## src/design/brf_pkg.sv

```systemverilog
`timescale 1ns / 1ps
// ----------------------------------------------------------------------------
// brf_pkg: shared types and constants for the byte ring FIFO
// Storage depth, index and count widths, request kinds, controller states, control bundle.
// ----------------------------------------------------------------------------
package brf_pkg;

	localparam int DEPTH  = 256;
	localparam int IDX_W  = $clog2(DEPTH);
	localparam int CNT_W  = $clog2(DEPTH + 1);
	localparam int BYTE_W = 8;
	localparam int KIND_W = 2;

	// request kinds; code 3 is unused and acts as a no-op
	typedef enum logic [KIND_W-1:0] {
		REQ_PUSH = 2'd0,
		REQ_POP  = 2'd1,
		REQ_PEEK = 2'd2
	} req_kind_t;

	typedef enum logic {
		ST_IDLE = 1'b0,
		ST_SEND = 1'b1
	} brf_state_t;

	// controller -> datapath
	typedef struct packed {
		logic take;     // request accepted this cycle
	} brf_cmd_t;

endpackage

```

## src/design/brf_ctrl.sv

```systemverilog
`timescale 1ns / 1ps
// ----------------------------------------------------------------------------
// brf_ctrl: request/result handshake controller
// Tracks whether a result is held and issues the take command.
// ----------------------------------------------------------------------------
module brf_ctrl (
	input  logic           clk,
	input  logic           arst_n,
	input  logic           s_tvalid,
	output logic           s_tready,
	output logic           m_tvalid,
	input  logic           m_tready,
	output brf_pkg::brf_cmd_t cmd
);
	import brf_pkg::*;

	brf_state_t state_q;
	brf_state_t state_d;

	always_ff @(posedge clk or negedge arst_n) begin
		if (!arst_n) begin
			state_q <= ST_IDLE;
		end else begin
			state_q <= state_d;
		end
	end

	always_comb begin
		state_d      = state_q;
		s_tready     = 1'b0;
		m_tvalid     = 1'b0;
		cmd.take     = 1'b0;
		unique case (state_q)
			ST_IDLE: begin
				s_tready = 1'b1;
				cmd.take = s_tvalid;
				if (s_tvalid) begin
					state_d = ST_SEND;
				end
			end
			ST_SEND: begin
				m_tvalid     = 1'b1;
				// slot frees as the result leaves, so a new request may enter
				s_tready     = m_tready;
				cmd.take     = s_tvalid && m_tready;
				if (m_tready && !s_tvalid) begin
					state_d = ST_IDLE;
				end
			end
			default: begin
				state_d = ST_IDLE;
			end
		endcase
	end

endmodule

```

## src/design/brf_datapath.sv

```systemverilog
`timescale 1ns / 1ps
// ----------------------------------------------------------------------------
// brf_datapath: ring storage, pointers, fill count and result register
// Evaluates one request per take command; memory read data is registered.
// ----------------------------------------------------------------------------
module brf_datapath (
	input  logic                           clk,
	input  logic                           arst_n,
	input  brf_pkg::brf_cmd_t              cmd,
	input  logic                           cfg_we,
	input  logic [brf_pkg::CNT_W-1:0]      cfg_wdata,
	input  logic [brf_pkg::KIND_W-1:0]     req_type,
	input  logic [brf_pkg::BYTE_W-1:0]     push_byte,
	input  logic [brf_pkg::BYTE_W-1:0]     peek_offset,
	output logic                           ok,
	output logic [brf_pkg::BYTE_W-1:0]     read_byte,
	output logic [brf_pkg::CNT_W-1:0]      fill_count,
	output logic                           is_empty,
	output logic                           is_full
);
	import brf_pkg::*;

	logic [BYTE_W-1:0] mem [DEPTH];

	logic [CNT_W-1:0] size_q;
	logic [IDX_W-1:0] wr_q;
	logic [IDX_W-1:0] rd_q;
	logic [CNT_W-1:0] count_q;

	// result register
	logic              ok_q;
	logic              byte_sel_q;
	logic [BYTE_W-1:0] rdata_q;
	logic [CNT_W-1:0]  fill_q;
	logic              empty_q;
	logic              full_q;

	logic [CNT_W-1:0] size_eff;
	logic             full_now;
	logic             push_ok;
	logic             pop_ok;
	logic             peek_ok;
	logic [CNT_W-1:0] wr_inc;
	logic [CNT_W-1:0] rd_inc;
	logic [IDX_W-1:0] wr_next;
	logic [IDX_W-1:0] rd_next;
	logic [CNT_W-1:0] peek_sum;
	logic [CNT_W-1:0] peek_pos;
	logic [CNT_W-1:0] count_next;
	logic [IDX_W-1:0] rd_addr;
	logic             rd_en;

	always_comb begin
		size_eff = (size_q > CNT_W'(DEPTH)) ? CNT_W'(DEPTH) : size_q;
		full_now = count_q >= size_eff;
		push_ok  = 1'b0;
		pop_ok   = 1'b0;
		peek_ok  = 1'b0;
		case (req_kind_t'(req_type))
			REQ_PUSH: push_ok = !full_now && (size_eff != '0);
			REQ_POP:  pop_ok  = (count_q != '0) && (size_eff != '0);
			REQ_PEEK: peek_ok = (CNT_W'(peek_offset) < count_q) && (size_eff != '0);
			default:  ;
		endcase

		wr_inc  = CNT_W'(wr_q) + CNT_W'(1);
		rd_inc  = CNT_W'(rd_q) + CNT_W'(1);
		wr_next = (wr_inc >= size_eff) ? '0 : wr_inc[IDX_W-1:0];
		rd_next = (rd_inc >= size_eff) ? '0 : rd_inc[IDX_W-1:0];

		// offset < count <= size, so one conditional subtract wraps it
		peek_sum = CNT_W'(rd_q) + CNT_W'(peek_offset);
		peek_pos = (peek_sum >= size_eff) ? (peek_sum - size_eff) : peek_sum;

		count_next = count_q;
		if (push_ok) begin
			count_next = count_q + CNT_W'(1);
		end else if (pop_ok) begin
			count_next = count_q - CNT_W'(1);
		end

		rd_en   = pop_ok || peek_ok;
		rd_addr = peek_ok ? peek_pos[IDX_W-1:0] : rd_q;
	end

	always_ff @(posedge clk or negedge arst_n) begin
		if (!arst_n) begin
			size_q  <= CNT_W'(DEPTH);
			wr_q    <= '0;
			rd_q    <= '0;
			count_q <= '0;
		end else if (cfg_we) begin
			size_q  <= cfg_wdata;
			wr_q    <= '0;
			rd_q    <= '0;
			count_q <= '0;
		end else if (cmd.take) begin
			if (push_ok) begin
				wr_q <= wr_next;
			end
			if (pop_ok) begin
				rd_q <= rd_next;
			end
			count_q <= count_next;
		end
	end

	always_ff @(posedge clk) begin
		if (cmd.take && push_ok) begin
			mem[wr_q] <= push_byte;
		end
		if (cmd.take && rd_en) begin
			rdata_q <= mem[rd_addr];
		end
	end

	always_ff @(posedge clk) begin
		if (cmd.take) begin
			ok_q       <= push_ok || pop_ok || peek_ok;
			byte_sel_q <= rd_en;
			fill_q     <= count_next;
			empty_q    <= (count_next == '0);
			full_q     <= (count_next >= size_eff);
		end
	end

	assign ok         = ok_q;
	assign read_byte  = byte_sel_q ? rdata_q : '0;
	assign fill_count = fill_q;
	assign is_empty   = empty_q;
	assign is_full    = full_q;

endmodule

```

## src/design/byte_ring_fifo_with_peek.sv

```systemverilog
`timescale 1ns / 1ps
// ----------------------------------------------------------------------------
// byte_ring_fifo_with_peek: byte circular FIFO with fill count and peek
// Push, pop or peek-at-offset requests in, one status result per request out.
// ----------------------------------------------------------------------------
// Usage:
//   Requests enter on the s_* stream: s_tuser carries the request kind
//   (push, pop, peek), s_tdata the push byte and the peek offset.
//   Every request yields exactly one result on the m_* stream: success flag,
//   read byte, fill count after the request, empty and full flags.
//   cfg_we/cfg_wdata set the ring size in use (1..256, larger saturates to
//   256, zero makes every request fail); a write also empties the ring.
//   Write it only while no request is in flight.
// Result timing and throughput:
//   A result appears in the cycle after its request is taken (memory read
//   data is registered). The result register holds one entry; a new
//   request is taken in the same cycle the held result leaves, so with the
//   receiver always ready the block sustains one request per clock.
// Reset:
//   arst_n clears the pointers and count and restores a ring size of 256.
//   Storage contents are not cleared; nothing reads an unwritten entry.
// Backpressure:
//   While a result is held and m_tready is low, it holds and s_tready stays low.
// ----------------------------------------------------------------------------
module byte_ring_fifo_with_peek (
	input  logic        clk,
	input  logic        arst_n,
	// config
	input  logic        cfg_we,
	input  logic [8:0]  cfg_wdata,   // ring_size
	// request stream
	input  logic        s_tvalid,
	output logic        s_tready,
	input  logic [15:0] s_tdata,     // [7:0] push_byte, [15:8] peek_offset
	input  logic [1:0]  s_tuser,     // [1:0] req_type
	// result stream
	output logic        m_tvalid,
	input  logic        m_tready,
	output logic [23:0] m_tdata      // [0] ok, [8:1] read_byte, [17:9] fill_count,
	                                 // [18] is_empty, [19] is_full, [23:20] zero
);
	import brf_pkg::*;

	brf_cmd_t          cmd;
	logic              res_ok;
	logic [BYTE_W-1:0] res_byte;
	logic [CNT_W-1:0]  res_fill;
	logic              res_empty;
	logic              res_full;

	// handshake sequencing
	brf_ctrl u_ctrl (
		.clk      (clk),
		.arst_n   (arst_n),
		.s_tvalid (s_tvalid),
		.s_tready (s_tready),
		.m_tvalid (m_tvalid),
		.m_tready (m_tready),
		.cmd      (cmd)
	);

	// storage, pointers, count, result register
	brf_datapath u_dp (
		.clk         (clk),
		.arst_n      (arst_n),
		.cmd         (cmd),
		.cfg_we      (cfg_we),
		.cfg_wdata   (cfg_wdata),
		.req_type    (s_tuser),
		.push_byte   (s_tdata[7:0]),
		.peek_offset (s_tdata[15:8]),
		.ok          (res_ok),
		.read_byte   (res_byte),
		.fill_count  (res_fill),
		.is_empty    (res_empty),
		.is_full     (res_full)
	);

	assign m_tdata = {4'b0000, res_full, res_empty, res_fill, res_byte, res_ok};

`ifndef ASSERT_OFF
	// fill count never exceeds the storage depth
	a_fill_bound: assert property (@(posedge clk) disable iff (!arst_n)
		m_tvalid |-> (res_fill <= CNT_W'(DEPTH)))
		else $error("fill count above depth");

	// empty flag agrees with the count
	a_empty_flag: assert property (@(posedge clk) disable iff (!arst_n)
		m_tvalid |-> (res_empty == (res_fill == '0)))
		else $error("empty flag mismatch");

	// a failed request returns a zero byte
	a_fail_zero: assert property (@(posedge clk) disable iff (!arst_n)
		(m_tvalid && !res_ok) |-> (res_byte == '0))
		else $error("nonzero byte on failed request");

	// with no result held the block must be open for a request
	a_ready_idle: assert property (@(posedge clk) disable iff (!arst_n)
		!m_tvalid |-> s_tready)
		else $error("request stalled with no result pending");

	// a taken request always produces a result next cycle
	a_result_follows: assert property (@(posedge clk) disable iff (!arst_n)
		cmd.take |=> m_tvalid)
		else $error("request taken without result");
`endif

endmodule
```

## config.mk

```make
export PLATFORM = sky130hd
export DESIGN_NAME = byte_ring_fifo_with_peek
export DESIGN_NICKNAME = d
export VERILOG_FILES = /design/src/design/brf_pkg.sv /design/src/design/brf_ctrl.sv /design/src/design/brf_datapath.sv /design/src/design/byte_ring_fifo_with_peek.sv
export SDC_FILE = /design/constraint.sdc
export NUM_CORES = 2
export LEC_CHECK = 0
export BUFFER_PORTS_ARGS = -buffer_cell sky130_fd_sc_hd__buf_2
export CAP_MARGIN = 20
export CORE_MARGIN = 1
export CORE_UTILIZATION = 50
export CTS_CLUSTER_DIAMETER = 100
export CTS_CLUSTER_SIZE = 24
export DETAILED_ROUTE_END_ITERATION = 8
export PLACE_DENSITY = 0.64
export RECOVER_POWER = 100
export SYNTH_ARGS = -nofsm -noshare
export SYNTH_HDL_FRONTEND = slang
export SYNTH_HIERARCHICAL = 1
export SYNTH_SLANG_ARGS = --single-unit
```

## constraint.sdc

```tcl
create_clock -name clk -period 6.6 [get_ports clk]
set_clock_uncertainty 0.2 [all_clocks]
set_input_delay 1.32 -clock clk [delete_from_list [all_inputs] [get_ports clk]]
set_output_delay 1.32 -clock clk [all_outputs]
set_load 0.1 [all_outputs]
```

# ---- Word level (Yosys, flattened, before mapping)
# Memories as Yosys holds them, arrays and structs flattened. A register that Yosys moved wholly into a read port is not among the register bits.
# Cells that the tools add are included.
# Widths: inputs -> output; s select.
dict set report word_totals {
  in_bits 32
  ff_bits 48
  mem_count 1
  romBits 0
  latchBits 0
  ramBits 2048
  word_cells 75
}
dict set report op_classes {
  n_mul 0
  mux 27
  n_lt_le_gt_ge 7
  shifts 0
  n_div 0
  eq_ne 2
  addsub 6
  bitwise_logic 1
  reduce_logical 21
}
# name words word_bits read_ports rd_ports_with_merged_regs wr line
set memory_table {}
lappend memory_table {u_dp.mem 256 8 1 1 1 brf_datapath.sv:23} ;# logic [BYTE_W-1:0] mem [DEPTH];
# op count
set ops {}
lappend ops {{$mux 8} 11}
lappend ops {{$ge 9x9->1} 5}
lappend ops {{$mux 9} 5}
lappend ops {{$add 8x1->9 const B} 2}
lappend ops {{$reduce_bool 9->1} 2}
lappend ops {{$add 8x8->9} 1}
lappend ops {{$add 9x1->9 const B} 1}
lappend ops {{$gt 9x9->1 const B} 1}
lappend ops {{$logic_not 9->1} 1}
lappend ops {{$lt 8x9->1} 1}
lappend ops {{$sub 9x1->9 const B} 1}
lappend ops {{$mux 1} 8}
lappend ops {{$sub 8x8->8} 1}
lappend ops {{$logic_and 1x1->1} 7}
lappend ops {{$pmux 1 s2} 3}
lappend ops {{$reduce_bool 2->1} 3}
lappend ops {{$reduce_and 2->1} 2}
lappend ops {{$logic_or 1x1->1} 3}
lappend ops {{$eq 2x1->1 const B} 1}
lappend ops {{$eq 2x2->1 const B} 1}
lappend ops {{$logic_not 1->1} 2}
lappend ops {{$logic_not 2->1} 1}
lappend ops {{$not 1->1} 1}

# ---- Longest topological paths before layout
dict set report logic_depth {
  word_depth 9
  ltp_mapped 27
  mapped_depth_nobuf 25
}

# ---- By module
# The synthesis kept the hierarchy.
# mod instances area_each_um2 cells_each
set by_module_without_submodules {}
lappend by_module_without_submodules {brf_datapath 1 87376.3 6721}
lappend by_module_without_submodules {byte_ring_fifo_with_peek 1 56.3 8}
lappend by_module_without_submodules {brf_ctrl 1 53.8 4}

# ---- Least setup slack after synthesis
# Ideal clock, no wire load.
dict set report synth_timing {
  kind {input-to-reg}
  startpoint {input port s_tdata[8]}
  endpoint {register u_dp.rdata_q[4] (read register of u_dp.mem), data pin}
  path_stages 22
  t_arrival_ns 6.061
  setup_time_ns 0.263
  setup_slack_ns 0.075
  path_cell_list {ha_1 inv_1 fa_1 nand2b_1 a211oi_1 o21ai_0 a31oi_1 ha_1 a21o_1 or3_1 o21ai_2 mux2_2 a31oi_1 buf_2 buf_2 mux2i_1 mux2i_1 a2111oi_0 a221oi_1 a31oi_1 nand3_1 a2111o_1}
}
dict set report synth_via {
  elab_chain_len 5
  elab_cells_between_ends 10
  classes_between {2 x add/sub; 2 x order compare; 3 x mux; 3 x reduce/logical}
}
# item line
set synth_rtl {}
lappend synth_rtl {{start: declaration} byte_ring_fifo_with_peek.sv:34} ;# input logic [15:0] s_tdata,
lappend synth_rtl {{parallel branches: the longest is 5 deep, another holds $add 8x8->9} n/a}
lappend synth_rtl {{end: declaration} brf_datapath.sv:33} ;# logic [BYTE_W-1:0] rdata_q;
# Parallel ways; which one is timed is not known.
# A chain may end at the register's enable or synchronous reset.

# ---- Worst setup path in the final report
dict set report layout_timing {
  startpoint {input port s_tdata[8]}
  endpoint {register u_dp.rdata_q[2] (read register of u_dp.mem), data pin}
}
# Same word-level chain as after synthesis.

==> results.txt <==
status -> finished, violations left
DRT Wirelength -> 291000 um
core area -> 174000 um^2
Die Span X -> 420 um
first-pass GRT wire length -> 412000 um
Worst setup EP type -> flop
Final Setup Violations -> 0
Worst Path Class, Setup -> input pin to flop
most common cell after layout, fill and taps aside -> edfxtp_1
CTS Buf Count -> 98
H-tree lvl count -> 3
Worst slew margin -> -270%
placed instance count -> 9439
Filler Cell Count -> 14113
slowest CP cell -> nor3_1
min Tclk post-route -> 6.51 ns
area of the multi-input gates -> 22700 um^2
Root Driver -> clkbuf_16
vias in the first global route -> 57123
Clk Latency, worst-skew pair -> 0.78 ns
Die ar. -> 177000 um^2
Final GP Congestion -> 0.975
share of synthesized registers carrying an async set or reset -> 1.66%
slowest stage delay, CP -> 0.55 ns
grt total ovfl -> 0
Unique masters post-synth -> 93
Syn Area/Cell -> 13.0 um^2
vias per inst -> 6.35
DRC Markers -> 0
Clock Sinks -> 2104
Hold Fails Final Rpt -> 0
worst min path class -> flop to flop
Die Span Y -> 420 um
GRT Util Overall -> 32.6%
ys flop type -> edfxtp_1
Setup TNS -> 0 ns
Post-CTS Hold Buffers -> 0
Max Slew Vio Count -> 1189
PwrDens -> 244 nW/um^2
commonest non-fill, non-tap cells in the layout -> edfxtp_1, nand2_1, nand3_1
synthesis warning total -> 6
Worst Path Buf+Inv -> 8
Synth Register Bits -> 2104
Worst setup SP type -> input pin
sequential share of the synthesized area -> 72.0%
CTS tree -> yes
Max Buffers Root-to-Sink -> 3
maxcap violations -> 15
1st-iter DRT viols -> 8946
Cell Rows -> 153
synthesis-to-finish area growth -> 12.5%
wire per inst -> 30.4 um
Least-Margin Pin Slew -> 5.55 ns
Top Ports -> 58
layout cells sized above 1 -> 13.0%
Port Buf Inserts -> 53
via count -> 60792
CP top delay family -> compound AO/OA/AOI/OAI gates
pre-CTS setup slack -> -1.34 ns
Syn Std Cell Area -> 87500 um^2
post-route ant nets -> 0
Worst-path clk slew -> 0.10 ns
antenna violations before repair -> 11
first-pass detailed-route iteration total -> 7
cell mode on critical path -> buf_4
fin nets -> 7325
Worst EP required -> 6.94 ns
maximum VDD drop -> 217 uV
largest net degree at the start of global routing -> 161
WP data arrival -> 6.85 ns
Leak -> 33.4 nW
Post-Layout Cell Count -> 9578
post-route setup slack -> 0.0939 ns
failing checks -> max-capacitance violations, max-slew violations
fin crit share -> 98.6%
crit-path max FO -> 29
fmax -> 154 MHz
number of flops mapped to enable cells by yosys -> 2069
Starting Density -> 50.3%
Seq. cell area -> 63000 um^2
Mapped Cells -> 6733
dpl hpwl -> 191000 um
fin util -> 56.6%
-- worst reg2reg max path, delay by kind of cell, from the launching register on --
family	cells	cell delay [ns]
buffers and inverters	1	0.68
AND/OR/NAND/NOR	7	3.32
AO/OA/AOI/OAI	6	1.05
flip-flops	1	0.37
adder cells (fa/ha/maj)	1	0.36
-- registers in the layout, summed over array words and instances, names as in the netlist --
signal	count
u_dp/ok	1
u_dp/is_full	1
u_dp/wr_q	8
u_dp/byte_sel_q	1
u_dp/mem	2048
u_dp/fill_count	9
u_ctrl/state_q	1
u_dp/rdata_q	8
u_dp/rd_q	8
u_dp/count_q	9
u_dp/size_q	9
u_dp/is_empty	1
-- routing by layer --
layer	global-route usage (%)	wire, um	vias up
met5	0	32	-
met4	16.9	18400	6
met3	6.20	32500	702
met2	50.3	131000	3858
met1	44.0	109000	30382
li1	-	-	25844
-- cells in the mapped netlist, types with 20 or more instances --
cell type | number | area share (%)
clkbuf_1 | 117 | 0.50
nand3_1 | 668 | 3.8
a221oi_1 | 35 | 0.35
dfrtp_1 | 34 | 0.97
nand2b_1 | 22 | 0.16
nand2_1 | 1631 | 7.0
buf_1 | 53 | 0.23
o221ai_1 | 24 | 0.24
a22oi_1 | 68 | 0.58
edfxtp_1 | 2069 | 71
a211oi_1 | 24 | 0.21
nor2_1 | 381 | 1.6
o211ai_1 | 30 | 0.26
nor3_1 | 52 | 0.30
buf_4 | 38 | 0.33
o22ai_1 | 31 | 0.22
and2_1 | 20 | 0.14
a32oi_1 | 28 | 0.28
a31oi_1 | 107 | 0.77
nand4_1 | 36 | 0.26
a21oi_1 | 245 | 1.4
o21ai_0 | 48 | 0.27
mux2i_1 | 244 | 2.8
ha_1 | 67 | 0.96
buf_2 | 219 | 1.3
inv_1 | 34 | 0.15
o2111ai_1 | 38 | 0.38
nor4_1 | 25 | 0.18
a21o_1 | 23 | 0.20
a32o_1 | 25 | 0.29
and3_1 | 66 | 0.47
-- report_power, final --
part	leakage [nW]	internal (mW)	switching, mW
registers	19.1	14.7	0.0181
clock network	1.30	2.76	4.15
logic	13.0	0.766	1.61
total	33.4	18.2	5.78
-- layout make-up --
class	count	area share, %
well taps	2325	2.96
inverters	37	0.141
multi-input cells	4164	23.0
flip-flops and latches	2104	64.0
diodes	14	0.0356
clock buffers	106	2.57
clock inverters	9	0.151
repair buffers	819	7.08
-- logic make-up after synthesis --
kind of cell / count (synthesis) / share of synthesized area [%]
simple gates: 2956 / 14.5
flops: 2104 / 72.0
compound gates: 851 / 6.72
buf+inv: 468 / 2.52
mux: 261 / 3.01
fa+ha+maj: 69 / 1.00
xor+xnor: 23 / 0.230
other cells: 1 / 0.00429
-- final timing paths --
path                                             from                         end  slack, ns  cells past startpoint
setup / recovery                           s_tdata[8]   u_dp/rdata_q[2]$_DFFE_PP_       0.09                     26
hold / removal             u_dp/size_q[0]$_DFFE_PN0P_  u_dp/size_q[0]$_DFFE_PN0P_       0.35                      1
setup reg to reg           u_dp/size_q[0]$_DFFE_PN0P_   u_dp/mem[14][7]$_DFFE_PP_       0.23                     15
hold reg to reg            u_dp/size_q[0]$_DFFE_PN0P_  u_dp/size_q[0]$_DFFE_PN0P_       0.35                      1
max in group asynchronous                      arst_n    u_dp/rd_q[1]$_DFFE_PN0P_       3.84                      1
min in group asynchronous                      arst_n  u_dp/size_q[1]$_DFFE_PN0P_       0.92                      1
-- through the flow --
stage / hold slack (ns) / total power, mW / cell area [um^2]
5_1_grt: 0.383 / 24.6 / 98400
3_5_place_dp: 0.333 / 17.3 / 95700
4_1_cts: 0.354 / 23.9 / 98500
6_report: 0.350 / 24.0 / 98400
3_3_place_gp: 0.313 / 17.3 / 95700
2_1_floorplan: 0.289 / 16.1 / 87500
-- what timing repair did --
action / 4_1_cts / 5_1_grt
setup buffers: 5 / 4
pin swaps: 3 / 6
gates cloned: 0 / 1
resized for setup: 7 / 47
endpoints found under the setup margin: 7 / 8
(Power assumes the default switching activity.)
